**src/hdl/four_level_page_table_walker_core_macros.svh**
```systemverilog
// assertion macros for the walker control module
`ifndef FOUR_LEVEL_PAGE_TABLE_WALKER_CORE_MACROS_SVH
`define FOUR_LEVEL_PAGE_TABLE_WALKER_CORE_MACROS_SVH

// property that holds at every clock edge out of reset
`define PTW_ASSERT_ALWAYS(name, expr, msg) \
    name: assert property (@(posedge clk) disable iff (!rst_n) (expr)) \
        else $error(msg);

// same-cycle implication
`define PTW_ASSERT_IMPL(name, ante, cons, msg) \
    name: assert property (@(posedge clk) disable iff (!rst_n) (ante) |-> (cons)) \
        else $error(msg);

`endif

```
**src/hdl/ptw_pkg.sv**
```systemverilog
`timescale 1ns / 1ps
`default_nettype none

package ptw_pkg;

    // pool geometry
    localparam int TABLE_PAGES       = 64;
    localparam int ENTRIES_PER_TABLE = 512;
    localparam int IDX_W             = $clog2(ENTRIES_PER_TABLE);
    localparam int TBL_W             = $clog2(TABLE_PAGES);
    localparam int CNT_W             = $clog2(TABLE_PAGES + 1);
    localparam int ADDR_W            = TBL_W + IDX_W;
    localparam int STORE_DEPTH       = TABLE_PAGES * ENTRIES_PER_TABLE;

    // address and descriptor layout
    localparam int PAGE_SHIFT = 12;
    localparam int VA_W       = 48;
    localparam int VPN_W      = VA_W - PAGE_SHIFT;
    localparam int DESC_W     = 64;
    localparam logic [PAGE_SHIFT-1:0] DESC_LINK_LOW = 12'h003;

    typedef enum logic [1:0] {
        OP_MAP    = 2'd0,
        OP_LOOKUP = 2'd1,
        OP_CLEAR  = 2'd2,
        OP_NONE   = 2'd3
    } op_t;

    typedef enum logic [1:0] {
        ST_OK         = 2'd0,
        ST_NOT_MAPPED = 2'd1,
        ST_POOL_EMPTY = 2'd2
    } status_t;

    typedef enum logic [2:0] {
        S_IDLE,
        S_CLR,
        S_RD,
        S_CHK,
        S_RESP
    } state_t;

    // request to the table store
    typedef struct packed {
        logic              rd_en;
        logic [ADDR_W-1:0] rd_addr;
        logic              wr_en;
        logic [ADDR_W-1:0] wr_addr;
        logic [DESC_W-1:0] wr_data;
    } mem_req_t;

    // result handed from the walker to the output register
    typedef struct packed {
        status_t           status;
        logic [DESC_W-1:0] leaf_entry;
    } result_t;

    // 9-bit table index for one level of the walk
    function automatic logic [IDX_W-1:0] level_index(input logic [VPN_W-1:0] vpn,
                                                     input logic [1:0] lvl);
        logic [IDX_W-1:0] idx;
        case (lvl)
            2'd0:    idx = vpn[4*IDX_W-1:3*IDX_W];
            2'd1:    idx = vpn[3*IDX_W-1:2*IDX_W];
            2'd2:    idx = vpn[2*IDX_W-1:IDX_W];
            default: idx = vpn[IDX_W-1:0];
        endcase
        return idx;
    endfunction

endpackage

`default_nettype wire

```
**src/hdl/ptw_req_if.sv**
```systemverilog
`timescale 1ns / 1ps
`default_nettype none

interface ptw_req_if;
    logic        valid;
    logic        ready;
    logic [1:0]  opcode;
    logic [47:0] virt_addr;
    logic [47:0] phys_addr;
    logic [63:0] attr_flags;

    modport source (output valid, output opcode, output virt_addr, output phys_addr,
                    output attr_flags, input ready);
    modport sink (input valid, input opcode, input virt_addr, input phys_addr,
                  input attr_flags, output ready);
endinterface

`default_nettype wire

```
**src/hdl/ptw_ctrl.sv**
```systemverilog
`timescale 1ns / 1ps
`default_nettype none
`include "four_level_page_table_walker_core_macros.svh"

module ptw_ctrl (
    input  wire logic               clk,
    input  wire logic               rst_n,
    ptw_req_if.sink                 req,
    output ptw_pkg::mem_req_t       mem_req,
    input  wire logic [63:0]        mem_rd_data,
    output ptw_pkg::result_t        res,
    output logic                    res_valid,
    input  wire logic               res_ready
);
    import ptw_pkg::*;

    state_t             state_reg, state_next;
    op_t                op_reg, op_next;
    logic [VPN_W-1:0]   vpn_reg, vpn_next;
    logic [DESC_W-1:0]  leaf_val_reg, leaf_val_next;
    logic [1:0]         lvl_reg, lvl_next;
    logic [TBL_W-1:0]   tbl_reg, tbl_next;
    logic [TBL_W-1:0]   fresh_reg, fresh_next;
    logic [IDX_W-1:0]   clr_cnt_reg, clr_cnt_next;
    logic [CNT_W-1:0]   next_free_reg, next_free_next;
    logic               root_present_reg, root_present_next;
    status_t            res_status_reg, res_status_next;
    logic [DESC_W-1:0]  res_leaf_reg, res_leaf_next;

    logic               accept;
    op_t                req_op;
    logic               pool_empty;
    logic [VPN_W-1:0]   next_tbl;
    logic               present;
    logic               last_clr;
    logic               at_leaf;
    logic [IDX_W-1:0]   cur_idx;
    logic [DESC_W-1:0]  link_desc;

    // decode of the current word and walk position
    assign accept     = req.valid && req.ready;
    assign req_op     = op_t'(req.opcode);
    assign pool_empty = next_free_reg >= CNT_W'(TABLE_PAGES);
    assign next_tbl   = mem_rd_data[VA_W-1:PAGE_SHIFT];
    assign present    = mem_rd_data[0] && (next_tbl < VPN_W'(TABLE_PAGES));
    assign last_clr   = clr_cnt_reg == IDX_W'(ENTRIES_PER_TABLE - 1);
    assign at_leaf    = lvl_reg == 2'd3;
    assign cur_idx    = level_index(vpn_reg, lvl_reg);
    assign link_desc  = {{(DESC_W - PAGE_SHIFT - TBL_W){1'b0}},
                         next_free_reg[TBL_W-1:0], DESC_LINK_LOW};

    // next state
    always_comb
    begin
        state_next = state_reg;
        case (state_reg)
            S_IDLE:
            begin
                if (accept)
                begin
                    case (req_op)
                        OP_MAP:
                        begin
                            if (root_present_reg)
                                state_next = S_RD;
                            else if (pool_empty)
                                state_next = S_RESP;
                            else
                                state_next = S_CLR;
                        end
                        OP_LOOKUP:
                            state_next = root_present_reg ? S_RD : S_RESP;
                        default:
                            state_next = S_RESP;
                    endcase
                end
            end
            S_CLR:
                state_next = last_clr ? S_RD : S_CLR;
            S_RD:
                state_next = S_CHK;
            S_CHK:
            begin
                if (at_leaf)
                    state_next = S_RESP;
                else if (present)
                    state_next = S_RD;
                else if (op_reg == OP_MAP && !pool_empty)
                    state_next = S_CLR;
                else
                    state_next = S_RESP;
            end
            S_RESP:
                state_next = res_ready ? S_IDLE : S_RESP;
            default:
                state_next = S_IDLE;
        endcase
    end

    // walk registers, pool counter and result
    always_comb
    begin
        op_next           = op_reg;
        vpn_next          = vpn_reg;
        leaf_val_next     = leaf_val_reg;
        lvl_next          = lvl_reg;
        tbl_next          = tbl_reg;
        fresh_next        = fresh_reg;
        clr_cnt_next      = clr_cnt_reg;
        next_free_next    = next_free_reg;
        root_present_next = root_present_reg;
        res_status_next   = res_status_reg;
        res_leaf_next     = res_leaf_reg;
        case (state_reg)
            S_IDLE:
            begin
                if (accept)
                begin
                    op_next         = req_op;
                    vpn_next        = req.virt_addr[VA_W-1:PAGE_SHIFT];
                    leaf_val_next   = {{(DESC_W - VA_W){1'b0}},
                                       req.phys_addr[VA_W-1:PAGE_SHIFT],
                                       {PAGE_SHIFT{1'b0}}} | req.attr_flags;
                    lvl_next        = 2'd0;
                    tbl_next        = '0;
                    clr_cnt_next    = '0;
                    res_status_next = ST_OK;
                    res_leaf_next   = '0;
                    case (req_op)
                        OP_CLEAR:
                        begin
                            next_free_next    = '0;
                            root_present_next = 1'b0;
                        end
                        OP_LOOKUP:
                        begin
                            if (!root_present_reg)
                                res_status_next = ST_NOT_MAPPED;
                        end
                        OP_MAP:
                        begin
                            if (!root_present_reg)
                            begin
                                if (pool_empty)
                                begin
                                    res_status_next = ST_POOL_EMPTY;
                                end
                                else
                                begin
                                    fresh_next        = next_free_reg[TBL_W-1:0];
                                    next_free_next    = next_free_reg + 1'b1;
                                    root_present_next = 1'b1;
                                end
                            end
                        end
                        default:
                        begin
                        end
                    endcase
                end
            end
            S_CLR:
                clr_cnt_next = clr_cnt_reg + 1'b1;
            S_CHK:
            begin
                if (at_leaf)
                begin
                    res_status_next = ST_OK;
                    res_leaf_next   = (op_reg == OP_MAP) ? leaf_val_reg : mem_rd_data;
                end
                else if (present)
                begin
                    tbl_next = next_tbl[TBL_W-1:0];
                    lvl_next = lvl_reg + 2'd1;
                end
                else if (op_reg != OP_MAP)
                begin
                    res_status_next = ST_NOT_MAPPED;
                end
                else if (pool_empty)
                begin
                    res_status_next = ST_POOL_EMPTY;
                end
                else
                begin
                    fresh_next     = next_free_reg[TBL_W-1:0];
                    tbl_next       = next_free_reg[TBL_W-1:0];
                    next_free_next = next_free_reg + 1'b1;
                    lvl_next       = lvl_reg + 2'd1;
                    clr_cnt_next   = '0;
                end
            end
            default:
            begin
            end
        endcase
    end

    // store requests and handshakes
    always_comb
    begin
        mem_req   = '0;
        req.ready = state_reg == S_IDLE;
        res_valid = state_reg == S_RESP;
        case (state_reg)
            S_CLR:
            begin
                // zero one entry of the table just taken
                mem_req.wr_en   = 1'b1;
                mem_req.wr_addr = {fresh_reg, clr_cnt_reg};
                mem_req.wr_data = '0;
            end
            S_RD:
            begin
                mem_req.rd_en   = 1'b1;
                mem_req.rd_addr = {tbl_reg, cur_idx};
            end
            S_CHK:
            begin
                if (op_reg == OP_MAP)
                begin
                    // leaf write, or link to a newly taken table
                    if (at_leaf)
                    begin
                        mem_req.wr_en   = 1'b1;
                        mem_req.wr_addr = {tbl_reg, cur_idx};
                        mem_req.wr_data = leaf_val_reg;
                    end
                    else if (!present && !pool_empty)
                    begin
                        mem_req.wr_en   = 1'b1;
                        mem_req.wr_addr = {tbl_reg, cur_idx};
                        mem_req.wr_data = link_desc;
                    end
                end
            end
            default:
            begin
            end
        endcase
    end

    assign res.status     = res_status_reg;
    assign res.leaf_entry = res_leaf_reg;

    // control state
    always_ff @(posedge clk or negedge rst_n)
    begin
        if (!rst_n)
        begin
            state_reg        <= S_IDLE;
            next_free_reg    <= '0;
            root_present_reg <= 1'b0;
        end
        else
        begin
            state_reg        <= state_next;
            next_free_reg    <= next_free_next;
            root_present_reg <= root_present_next;
        end
    end

    // walk payload
    always_ff @(posedge clk)
    begin
        op_reg         <= op_next;
        vpn_reg        <= vpn_next;
        leaf_val_reg   <= leaf_val_next;
        lvl_reg        <= lvl_next;
        tbl_reg        <= tbl_next;
        fresh_reg      <= fresh_next;
        clr_cnt_reg    <= clr_cnt_next;
        res_status_reg <= res_status_next;
        res_leaf_reg   <= res_leaf_next;
    end

    `PTW_ASSERT_ALWAYS(a_no_rd_wr_overlap, !(mem_req.rd_en && mem_req.wr_en), "store read and write in one cycle")
    `PTW_ASSERT_IMPL(a_root_owns_table, root_present_reg, next_free_reg != '0, "root present with empty pool count")
    `PTW_ASSERT_ALWAYS(a_pool_bound, next_free_reg <= CNT_W'(TABLE_PAGES), "pool count beyond pool size")
    `PTW_ASSERT_IMPL(a_fail_zero_leaf, res_valid && (res.status != ST_OK), res.leaf_entry == '0, "failed word with nonzero leaf")

endmodule

`default_nettype wire

```
**src/flat_wrapper.sv**
```systemverilog
// flat-port wrapper written by rule: the top's interface ports become plain ports
module ptw_ctrl_flat import ptw_pkg::*;
  (clk, rst_n, mem_req, mem_rd_data, res, res_valid, res_ready, req_valid, req_opcode, req_virt_addr, req_phys_addr, req_attr_flags, req_ready);
  ptw_req_if req_i ();
  input  wire logic clk;
  input  wire logic rst_n;
  output ptw_pkg::mem_req_t mem_req;
  input  wire logic [63:0] mem_rd_data;
  output ptw_pkg::result_t res;
  output logic res_valid;
  input  wire logic res_ready;
  input wire logic [$bits(req_i.valid)-1:0] req_valid;
  input wire logic [$bits(req_i.opcode)-1:0] req_opcode;
  input wire logic [$bits(req_i.virt_addr)-1:0] req_virt_addr;
  input wire logic [$bits(req_i.phys_addr)-1:0] req_phys_addr;
  input wire logic [$bits(req_i.attr_flags)-1:0] req_attr_flags;
  output wire logic [$bits(req_i.ready)-1:0] req_ready;
  assign req_i.valid = req_valid;
  assign req_i.opcode = req_opcode;
  assign req_i.virt_addr = req_virt_addr;
  assign req_i.phys_addr = req_phys_addr;
  assign req_i.attr_flags = req_attr_flags;
  assign req_ready = req_i.ready;
  ptw_ctrl u_core (.clk(clk), .rst_n(rst_n), .req(req_i), .mem_req(mem_req), .mem_rd_data(mem_rd_data), .res(res), .res_valid(res_valid), .res_ready(res_ready));
endmodule
```
**config.mk**
```make
export PLATFORM = sky130hd
export DESIGN_NAME = ptw_ctrl_flat
export DESIGN_NICKNAME = d
export VERILOG_FILES = /design/src/hdl/ptw_pkg.sv /design/src/hdl/ptw_req_if.sv /design/src/hdl/ptw_ctrl.sv /design/src/flat_wrapper.sv
export VERILOG_INCLUDE_DIRS = /design/src /design/src/hdl
export SDC_FILE = /design/constraint.sdc
export NUM_CORES = 1
export LEC_CHECK = 0
export ABC_AREA = 1
export BUFFER_PORTS_ARGS = -buffer_cell sky130_fd_sc_hd__buf_2
export CAP_MARGIN = 0
export CORE_MARGIN = 2
export CORE_UTILIZATION = 44
export CTS_CLUSTER_SIZE = 10
export DETAILED_ROUTE_END_ITERATION = 10
export GPL_ROUTABILITY_DRIVEN = 1
export PLACE_DENSITY_LB_ADDON = 0.05
export SETUP_SLACK_MARGIN = 0.5
export SYNTH_ARGS = -nofsm -noshare
export SYNTH_HDL_FRONTEND = slang
export SYNTH_SLANG_ARGS = --single-unit
```
**constraint.sdc**
```tcl
create_clock -name clk -period 4.3 [get_ports clk]
set_input_delay 0.86 -clock clk [delete_from_list [all_inputs] [get_ports clk]]
set_output_delay 0.86 -clock clk [all_outputs]
set_load 0.05 [all_outputs]
```
# Word level (Yosys, flattened, before mapping)
# Index checks and enable logic that the tools add are counted.
# word_totals
ff_bits,202
output_inout_bits,164
word_cells,132
# op_classes
addsub,3
n_lt_le_gt_ge,2
n_eq_ne,24
muxes,68
n_bitwise,1
n_reduce_logical,22
# ops
cell,count
two-way mux 80 bit,3
two-way mux 64 bit,3
one-hot mux 80 bit (2 select lines),1
one-hot mux 64 bit (2 select lines),1
two-way mux 6 bit,12
bitwise OR 48 x 64 -> 64 bit,1
one-hot mux 9 bit (3 select lines),2
two-way mux 9 bit,5
two-way mux 7 bit,6
less-than comparator 36 x 7 -> 1 bit (second input constant),1
one-hot mux 7 bit (2 select lines),2
two-way mux 2 bit,13
two-way mux 3 bit,8
one-hot mux 6 bit (2 select lines),2
two-way mux 16 bit,1
one-hot mux 3 bit (5 select lines),1
inequality test 2 bit (second input constant),7
AND reduction 7 bit,2
inequality test 3 bit (second input constant),4
one-hot mux 2 bit (2 select lines),3
adder 9 x 1 -> 9 bit (second input constant),1
== test 9 bit (second input constant),1
adder 7 x 1 -> 7 bit (second input constant),1
>= comparator 7 bit (second input constant),1
23 further kinds,38

# Longest topological paths before layout
# Gate-level depths: netlist of the first run.
# depth
ltp_word,8
ltp_mapped,10
mapped_depth_nobuf,9

# Worst setup path before layout of the first run
# OpenSTA, ideal clock, no wires.
# synth_timing
path_kind,input port to flip-flop
from,input req_valid
to,"register u_core.res_leaf_reg[0], enable pin"
arrival_time_ns,4.044
required_time_ns,3.876
path_slack_ns,-0.167
cell_stages,4
n_path_buf,0
path_cell_list,inv_1 nor2_4 inv_1 nand2_1
# synth_via
elab_chain_len,3
# synth_lines
item,line_no,text
"start, declared",flat_wrapper.sv:12,input wire logic [$bits(req_i.valid)-1:0] req_valid;
logical AND 1 bit,ptw_ctrl.sv:41,assign accept = req.valid && req.ready;
inequality test 2 bit (no line),n/a,
AND reduction 3 bit (no line),n/a,
"end signal, assigned",ptw_ctrl.sv:274,res_leaf_reg <= res_leaf_next;
"end, declared",ptw_ctrl.sv:28,"logic [DESC_W-1:0] res_leaf_reg, res_leaf_next;"
# Every way passes these cells.
# A chain may end at the register's enable or synchronous reset.

==> flow_summary_export.csv, run 1 <==
group,metric,value,unit
layout,nFillCells,1941,
logic_synthesis,synth_most_common_cell,"edfxtp_1",
critical_path,r2r_cells,5,
critical_path,critPathArrivalTime,2.74,ns
global_route,first_global_vias,7223,
global_route,grt.overflow.total,0,
job,cap_violations,0,
pwr,p_total,7.25,mW
critical_path,r2r_setup_slack,1.42,ns
sta,fin_skew,0.0149,ns
pwr,p_sw_share,39.1,%
place,port_buffers,369,
sta,relSlewSlack,35.0,%
drt,dr_total_vias,7668,
drt,drt_iter0_markers,426,
sta,hold_violations,0,
sta,setup_tns,0,ns
logic_synthesis,synth-seq-cells,202,
cts,cts_made_buffers,24,
pwr,clkPwrFrac,25.8,%
cts,insertion_delay,0.52,ns
drt,drt_pass1_iterations,7,
sta,layout_min_cycle_time,3.60,ns
critical_path,required,3.44,ns
sta,worst_slew_pin_slew,0.975,ns
drt,ant_nets,0,
logic_synthesis,async_flop_share,5.45,%
outcome,status,"finished clean",
pwr,p_switching,2.83,mW
layout,final_nets,1480,
cts,cts-root-buf,"clkbuf_16",
logic_synthesis,syn_inst,889,
sta,period_share,83.7,%
critical_path,worstSetupStartpointType,"register",
global_route,antenna_found_initial,4,
die,die_y,152,µm
global_route,grt_usage,24.1,%
cts,clock-sinks,202,
logic_synthesis,synth-main-ff-cell,"edfxtp_1",
pwr,pwr-share-comb,32.8,%
layout,final_cell_area,12400,µm²
critical_path,r2r-end,"u_core.tbl_reg[4]",
cts,clk_path_buf_depth,3,
drt,wl_per_cell,18.5,µm
logic_synthesis,synth_edf_count,191,
critical_path,crit_fanout,62,
global_route,grt_max_degree,72,
global_route,grt_pass1_wl,41.6,mm
drt,viasPerCell,4.97,
critical_path,end_kind,"output port",
logic_synthesis,syn_nets,1127,
critical_path,timing.rr.start,"u_core.lvl_reg[0]",
sta,rsz0062_at_grt,"no",
layout,synthToLayoutAreaGrowth,28.9,%
place,postPlaceCellArea,11600,µm²
drt,wirelength,28.5,mm
logic_synthesis,syn_avg_cell_area,10.8,µm²
die,die_w,152,µm
logic_synthesis,synth.largest_area_cell,"edfxtp_1",
die,ios,394,
logic_synthesis,ys_top_cells_by_area,"edfxtp_1 (60%), inv_1 (4.3%), nand3_1 (4.2%), nor3_2 (4.2%), nand2_1 (4.1%)",
cts,post-cts-setup-buffer-count,0,
logic_synthesis,syn-cell-area,9600,µm²
die,std_cell_rows,54,
logic_synthesis,seq_area_frac_synth,62.6,%
pwr,power_density,586,nW/µm²
place,place.gp.congestion,0.844,
die,core,21600,µm²
pwr,ir_drop,331,µV
pwr,internal_power,4.42,mW
pwr,leakage,5.51,nW
cts,h-tree-depth,1,
critical_path,critPathKind,"reg -> out",
logic_synthesis,ys_warn_count,0,
sta,drv_slew,0,
sta,max_freq,278,MHz
place,dpl.hpwl,20.7,mm
die,dieArea,23000,µm²
pwr,seqPwrFrac,41.4,%
die,initial_core_util,44.4,%
worst_hold_path,hold_class,"in -> async",
drt,drc,0,
cts,clkTransAtPathRegs,0.06,ns
cts,cts_tree,"yes",
logic_synthesis,synthTopCellsByCount,"edfxtp_1 (191), inv_1 (110), nand2_1 (105), nand3_1 (81), o21ai_0 (68)",
sta,setup_viol,0,
logic_synthesis,synth.distinct_cells,41,
layout,drive_above_1_share,39.9,%
logic_synthesis,synth_top_area_share,59.7,%
-- worst max path at each step --
stage | from | endpoint | slack, ns | cells after the start
finish | u_core.state_reg[2] | mem_req[8] | 0.70 | 9
CTS | u_core.lvl_reg[0] | mem_req[68] | 0.54 | 6
global placement | mem_rd_data[26] | mem_req[64] | 0.66 | 10
floorplan | u_core.state_reg[1] | mem_req[85] | 0.59 | 5
global route | u_core.state_reg[2] | mem_req[6] | 0.52 | 9
detailed placement | mem_rd_data[26] | mem_req[68] | 0.68 | 10
-- cell families (layout without fill, tap and decap cells) --
logic type / count (synthesis) / after routing / synth area share [%]
buf+inv: 168 / 537 / 7.31
simple gates: 374 / 375 / 20.7
fa+ha+maj: 8 / 8 / 1.04
xor+xnor: 2 / 2 / 0.182
flops: 202 / 202 / 62.6
other cells: 0 / 4 / 0
compound gates: 135 / 135 / 8.17
-- what timing repair did --
| action | in CTS | in global routing |
|---|---|---|
| pin swaps | 1 | 1 |
| hold buffers | 0 | 0 |
| gates resized for setup | 0 | 3 |
| setup endpoints to repair | 16 | 20 |
| gates cloned | 1 | 0 |
-- critical path, cell delays in order, from the launching register on --
cell and delay, ns:
dfrtp_1 0.38, inv_2 0.09, nand2_2 0.10, nor2_8 0.10, inv_2 0.10, nor2_4 0.37, inv_6 0.29, buf_4 0.31
nor3_1 0.15, buf_2 0.29
-- power groups by stage --
stage | registers (mW) | clock network, mW | logic [mW]
after floorplan | 3.61 | 0 | 1.12
after global placement | 3.03 | 0 | 2.39
after detailed placement | 3.04 | 0 | 2.40
after CTS | 3.00 | 1.91 | 2.41
after global routing | 3.05 | 1.99 | 2.55
final | 3.00 | 1.87 | 2.38
-- final cells by class --
cell class              instances  area (µm²)  area share (%)
well taps                     280         350            2.83
flip-flops and latches        202        6010            48.6
multi-input cells             520        2910            23.5
inverters                     116         445            3.60
clock buffers                  41         664            5.37
repair buffers                378        1940            15.7
clock inverters                 2        46.3           0.374
diodes                          4        10.0          0.0809
-- per-layer routing --
metal | vias up | part of all wire [%] | global-route usage (%)
li1 | 3791 | - | -
met1 | 3541 | 40 | 30.0
met2 | 295 | 50 | 41.8
met3 | 41 | 7.4 | 5.48
met4 | 0 | 2.8 | 7.41
met5 | - | 0 | 0
-- layout by cell type (no fill, tap or decap), types with 2 or more instances in the layout --
master / count
a22o_1: 9
nand3b_1: 9
buf_12: 2
dfrtp_1: 11
nand2_1: 103
nand2_2: 4
clkbuf_16: 24
nand3_1: 81
a21oi_1: 14
clkbuf_1: 17
nor3_1: 25
o221ai_1: 3
nor2_2: 4
o22ai_1: 22
nand4_1: 3
or2_2: 37
nor2_4: 2
xnor2_1: 2
edfxtp_1: 191
nand2_4: 2
o21ai_0: 68
o21ai_2: 2
nor2_1: 61
inv_6: 2
buf_4: 7
inv_1: 110
inv_2: 3
o31ai_1: 7
o21ai_1: 6
nor3_2: 40
ha_1: 8
buf_2: 369
diode_2: 4
-- per-stage QoR --
stage | hold slack [ns] | util, % | setup WS (ns) | instances
floorplan | 0.420 | - | 0.587 | 889
global placement | 0.520 | 53.8 | 0.660 | 1495
detailed placement | 0.522 | 53.8 | 0.678 | 1495
CTS | 0.218 | 57.1 | 0.535 | 1539
global route | 0.238 | 57.2 | 0.517 | 1541
finish | 0.231 | 57.2 | 0.702 | 1543
Note: power is estimated with default switching activity, not from simulation.
==> run 2, diff against run 1 <==
==> constraint.sdc (replaced) <==
create_clock -name clk -period 2.98 [get_ports clk]
set_input_delay 0.596 -clock clk [delete_from_list [all_inputs] [get_ports clk]]
set_output_delay 0.596 -clock clk [all_outputs]
set_load 0.05 [all_outputs]
==> run 2 against run 1 <==
  * Non-clock buffer count is 51 higher
  * Sequential share of layout area shrank 7.1 points
  * Largest power group unchanged
  * Highest routed layer is now met5
  * Sequential power grew 45%
  * Clock-buffer cell count unchanged
  * Final area is 17% higher
  * Worst setup slack worse by 0.49 ns
==> flow_summary_export.csv, run 2 (synthesis gave the netlist of run 1 again) <==
group,metric,value,unit
die,std_cell_rows,54,
place,dpl.hpwl,20.9,mm
worst_hold_path,hold_class,"in -> reg",
cts,cts_tree,"yes",
cts,clk_path_buf_depth,3,
drt,drt_iter0_markers,439,
place,postPlaceCellArea,12300,µm²
pwr,power_density,774,nW/µm²
sta,max_freq,362,MHz
critical_path,r2r-end,"u_core.next_free_reg[2]",
critical_path,crit_fanout,10,
layout,layout_commonest_cell,"buf_2",
worst_hold_path,hold_path_depth,1,
die,ios,394,
worst_hold_path,holdPathEnd,"u_core.vpn_reg[23]",
pwr,leakage,6.31,nW
critical_path,end_kind,"output port",
die,core,21600,µm²
global_route,grt_usage,25.2,%
critical_path,worstSetupStartpointType,"register",
drt,dr_total_vias,8141,
drt,drt_pass1_iterations,6,
critical_path,required,2.38,ns
global_route,grt_pass1_wl,43.4,mm
global_route,grt.overflow.total,0,
critical_path,startpoint,"u_core.state_reg[2]",
outcome,status,"finished clean",
layout,nFillCells,1666,
global_route,antenna_found_initial,4,
global_route,first_global_vias,7621,
layout,final_cell_mix,"buf_2 (274), edfxtp_1 (191), inv_1 (106), nand2_1 (97), buf_6 (90)",
global_route,grt_max_degree,72,
critical_path,timing.rr.start,"u_core.state_reg[2]",
layout,final_nets,1532,
critical_path,critPathArrivalTime,2.17,ns
layout,seqCellArea,6010,µm²
drt,ant_nets,0,
place,place.gp.congestion,0.862,
drt,drc,0,
sta,fin_skew,0.0161,ns
cts,cts_made_buffers,24,
cts,cts-root-buf,"clkbuf_16",
drt,wirelength,31.0,mm
sta,setup_viol,0,
cts,clkTransAtPathRegs,0.06,ns
job,cap_violations,0,
place,port_buffers,369,
critical_path,critPathKind,"reg -> out",
sta,worst_slew_pin_slew,0.852,ns
sta,drv_slew,0,
layout,multi_input_area,3670,µm²
sta,layout_min_cycle_time,2.76,ns
sta,relSlewSlack,43.2,%
drt,wl_per_cell,19.4,µm
critical_path,r2r_setup_slack,0.68,ns
sta,period_share,92.8,%
layout,synthToLayoutAreaGrowth,50.8,%
sta,rsz0062_at_grt,"yes",
pwr,ir_drop,387,µV
layout,drive_above_1_share,47.7,%
layout,final_cell_area,14500,µm²
die,die_y,152,µm
die,initial_core_util,44.4,%
die,dieArea,23000,µm²
critical_path,r2r_cells,9,
die,die_w,152,µm
sta,hold_violations,0,
worst_hold_path,min_from,"req_virt_addr[35]",
cts,h-tree-depth,1,
drt,viasPerCell,5.10,
cts,insertion_delay,0.52,ns
pwr,p_total,11.2,mW
cts,clock-sinks,202,
-- run 2: timing repair --
action,CTS,global route
setup buffers,10,19
gates resized for setup,170,123
pin swaps,4,15
endpoints found under the hold margin,11,0
endpoints found under the setup margin,95,95
cloned,6,6
hold buffers,1,0
-- run 2: power by group --
part	internal (mW)	total (mW)	switching, mW
clock network	1.51	2.62	1.12
logic	1.14	4.22	3.08
registers	4.08	4.36	0.284
total	6.73	11.2	4.49
-- run 2: layout make-up --
class / count / area share [%]
Sequential cell: 202 / 41.5
Multi-Input combinational cell: 519 / 25.3
Timing Repair Buffer: 429 / 22.4
Clock buffer: 41 / 4.59
Inverter: 116 / 3.28
Tap cell: 280 / 2.42
Clock inverter: 3 / 0.173
Timing Repair inverter: 2 / 0.173
Antenna cell: 4 / 0.0691
-- run 2: worst max path at each step --
stage,to,cells past startpoint
2_1_floorplan,u_core.res_leaf_reg[0],5
3_3_place_gp,mem_req[67],11
3_5_place_dp,mem_req[72],11
4_1_cts,mem_req[16],9
5_1_grt,mem_req[69],7
6_report,mem_req[16],9
-- run 2: worst max-delay path, cell delays in order (launching register included) --
cell,delay [ns]
dfrtp_1,0.38
inv_2,0.08
nand2_4,0.07
nor2_8,0.11
inv_6,0.04
nor2_4,0.21
inv_8,0.13
buf_16,0.19
o31ai_4,0.23
buf_6,0.20
-- run 2: metal layers --
metal,share of wire (%),wire (µm),global-route usage (%)
met1,37,11600,31.0
met2,52,16100,43.8
met3,7.0,2170,5.39
met4,3.5,1100,9.07
met5,0.039,12,0
-- run 2: through the flow --
| step | util [%] | TNS [ns] | instances | setup slack (ns) | hold WS, ns |
|---|---|---|---|---|---|
| after detailed placement | 57.0 | 0 | 1506 | 0.326 | 0.499 |
| after global routing | 67.0 | 0 | 1595 | 0.128 | 0.238 |
| after global placement | 57.0 | 0 | 1506 | 0.338 | 0.500 |
| final | 67.0 | 0 | 1596 | 0.216 | 0.250 |
| after CTS | 64.0 | 0 | 1567 | 0.228 | 0.239 |
| after floorplan | - | -30.19 | 889 | -0.397 | 0.300 |
==> run 3, diff against run 2 <==
--- a/config.mk
+++ b/config.mk
@@ -9,10 +9,10 @@
 export ABC_AREA = 1
 export BUFFER_PORTS_ARGS = -buffer_cell sky130_fd_sc_hd__buf_2
 export CAP_MARGIN = 0
-export CORE_MARGIN = 2
-export CORE_UTILIZATION = 44
+export CORE_AREA = 2 2 152 154
 export CTS_CLUSTER_SIZE = 10
 export DETAILED_ROUTE_END_ITERATION = 10
+export DIE_AREA = 0 0 154 156
 export GPL_ROUTABILITY_DRIVEN = 1
 export PLACE_DENSITY_LB_ADDON = 0.05
 export SETUP_SLACK_MARGIN = 0.5
==> constraint.sdc (replaced) <==
create_clock -name clk -period 2.9 [get_ports clk]
set_input_delay 0.58 -clock clk [delete_from_list [all_inputs] [get_ports clk]]
set_output_delay 0.58 -clock clk [all_outputs]
set_load 0.05 [all_outputs]
==> run 3 against run 2 <==
  * First-iteration DRC count increased by 36%
  * Worst setup slack got worse by 0.10 ns
  * Utilization increased by 0.75 points
  * Sequential power increased by 3%
  * Hold slack got worse by 0.028 ns
  * Wire length increased by 7.1%
  * Register-to-register slack got worse by 0.13 ns
  * Power increased by 7.1%
  * Die area increased by 4.4%
  * Cell count increased by 1.9%
  * Global-route usage increased by 1.1 points
  * Clock skew about the same
  * Critical path type unchanged
==> flow_summary_export.csv, run 3 (synthesis gave the netlist of run 1 again) <==
group,metric,value,unit
sta,setup_viol,0,
drt,drc,0,
worst_hold_path,hold_path_depth,1,
critical_path,crit_family,"buffers and inverters",
critical_path,end_kind,"output port",
global_route,grt_max_degree,104,
place,dp_cells,1513,
critical_path,critPathKind,"reg -> out",
sta,period_share,96.1,%
place,postPlaceCellArea,12400,µm²
critical_path,timing.rr.start,"u_core.state_reg[2]",
drt,viasPerCell,5.14,
sta,relSlewSlack,54.0,%
die,initial_core_util,42.9,%
cts,cts-root-buf,"clkbuf_16",
layout,final_cell_area,15100,µm²
critical_path,path_common_cell,"buf_12",
pwr,clkPwrFrac,23.1,%
worst_hold_path,min_from,"req_attr_flags[9]",
cts,clk_path_buf_depth,3,
layout,seqCellArea,6010,µm²
global_route,antenna_found_initial,7,
worst_hold_path,hold_class,"in -> reg",
sta,layout_min_cycle_time,2.79,ns
layout,nFillCells,1680,
pwr,p_switching,4.83,mW
cts,clkTransAtPathRegs,0.06,ns
drt,ant_nets,0,
global_route,grt.overflow.total,0,
cts,cts_made_buffers,25,
critical_path,r2r_setup_slack,0.55,ns
sta,worst_slew_pin_slew,0.690,ns
critical_path,r2r_cells,10,
sta,hold_violations,0,
pwr,internal_power,7.18,mW
sta,rsz0062_at_grt,"yes",
die,dieArea,24000,µm²
pwr,p_total,12.0,mW
cts,insertion_delay,0.53,ns
critical_path,critPathArrivalTime,2.21,ns
layout,drive_above_1_share,49.2,%
drt,wirelength,33.2,mm
critical_path,cp.buffers_inverters,7,
critical_path,critPathMaxStageDelay,0.40,ns
pwr,seqPwrFrac,37.4,%
layout,fin_cells,1626,
place,dpl.hpwl,21.5,mm
sta,fin_skew,0.0158,ns
global_route,grt_usage,26.3,%
critical_path,required,2.32,ns
global_route,grt_pass1_wl,47.7,mm
die,die_y,156,µm
worst_hold_path,holdPathEnd,"u_core.leaf_val_reg[9]",
die,std_cell_rows,55,
layout,layout_commonest_cell,"buf_2",
critical_path,crit_path_cell_trace,"inv_2 -> nand2_4 -> nor2_8 -> inv_6 -> nor2_4 -> buf_12 -> buf_12 -> clkinv_16 -> buf_16 -> nor3_4 -> buf_6",
cts,cts_tree,"yes",
layout,synthToLayoutAreaGrowth,57.8,%
critical_path,worstSetupStartpointType,"register",
pwr,leakage,6.61,nW
global_route,first_global_vias,8181,
die,core,22400,µm²
sta,max_freq,359,MHz
outcome,status,"finished clean",
drt,drt_iter0_markers,596,
pwr,pwr-share-comb,39.5,%
drt,drt_pass1_iterations,5,
place,port_buffers,369,
drt,dr_total_vias,8351,
pwr,power_density,793,nW/µm²
die,ios,394,
critical_path,slowest_stage,"dfrtp_1",
critical_path,r2r-end,"u_core.vpn_reg[35]",
place,place.gp.congestion,0.889,
cts,clock-sinks,202,
layout,multi_input_area,3820,µm²
cts,h-tree-depth,1,
pwr,ir_drop,469,µV
drt,wl_per_cell,20.4,µm
layout,final_nets,1558,
die,die_w,154,µm
critical_path,crit_fanout,7,
sta,drv_slew,0,
job,cap_violations,0,
pwr,p_sw_share,40.2,%
layout,final_cell_mix,"buf_2 (274), edfxtp_1 (191), inv_1 (103), nand2_1 (102), buf_6 (96)",
==> run 3: cell types whose count changed in the layout (fill, tap and decap cells not counted), moves of 5 or more <==
cell      before  now
nor2_4         4   10
buf_6         90   96
nand2_2        7    2
nand2_1       97  102
clkbuf_1      17   12
buf_8          5   10
nand3_2        5    0
nand3_4        0    7
==> run 3: power groups by stage <==
stage	combinational (mW)	sequential [mW]	clock, mW
after floorplan	1.90	5.35	0
after global placement	3.82	4.50	0
after detailed placement	3.83	4.52	0
after CTS	4.26	4.48	2.79
after global routing	5.00	4.57	2.92
final	4.74	4.49	2.77
==> run 3: layer usage <==
layer  vias to the layer above  track usage [%]  wire length, µm
met5                         -                0               24
met4                         4             9.57             1110
met3                        64             6.33             2560
met2                       344             46.2            17500
met1                      3969             31.6            12000
li1                       3970                -                -
==> run 3: cell type report <==
type | count | share of cell area (%)
antenna | 6 | 0.0991
clock buffer | 38 | 4.52
clock inverter | 4 | 0.165
inverter | 116 | 3.28
multi-input combinational | 519 | 25.2
sequential | 202 | 39.7
tap | 285 | 2.35
timing repair buffer | 453 | 24.2
timing repair inverter | 3 | 0.504
==> run 3: worst max path at each step <==
stage / from / end / slack [ns] / depth (start not counted)
2_1_floorplan: u_core.state_reg[0] / u_core.res_leaf_reg[0] / -0.48 / 5
3_3_place_gp: mem_rd_data[28] / mem_req[72] / 0.27 / 11
3_5_place_dp: mem_rd_data[26] / mem_req[72] / 0.20 / 11
4_1_cts: u_core.state_reg[2] / mem_req[4] / 0.13 / 11
5_1_grt: u_core.state_reg[2] / mem_req[84] / 0.03 / 7
6_report: u_core.state_reg[2] / mem_req[4] / 0.11 / 11
==> run 3: timing repair <==
item,CTS,global route
hold buffers,1,0
endpoints found under the hold margin,11,0
setup endpoints to repair,95,122
pin swaps,6,16
gates cloned,10,7
resized for setup,240,100
buffers inserted,28,19
==> run 3: through the flow <==
step / hold WS [ns] / setup WS, ns / util [%] / TNS [ns]
detailed placement: 0.476 / 0.204 / 55.4 / 0
global placement: 0.473 / 0.275 / 55.4 / 0
floorplan: 0.284 / -0.477 / - / -37.23
finish: 0.222 / 0.114 / 67.7 / 0
global route: 0.211 / 0.0310 / 67.7 / 0
CTS: 0.212 / 0.133 / 64.9 / 0
==> run 3: worst register-to-register path: cells and delay by family, from the launching register on <==
kind	cells	cell delay, ns
flip-flops	1	0.40
AND/OR/NAND/NOR	2	0.22
buffers and inverters	8	1.15
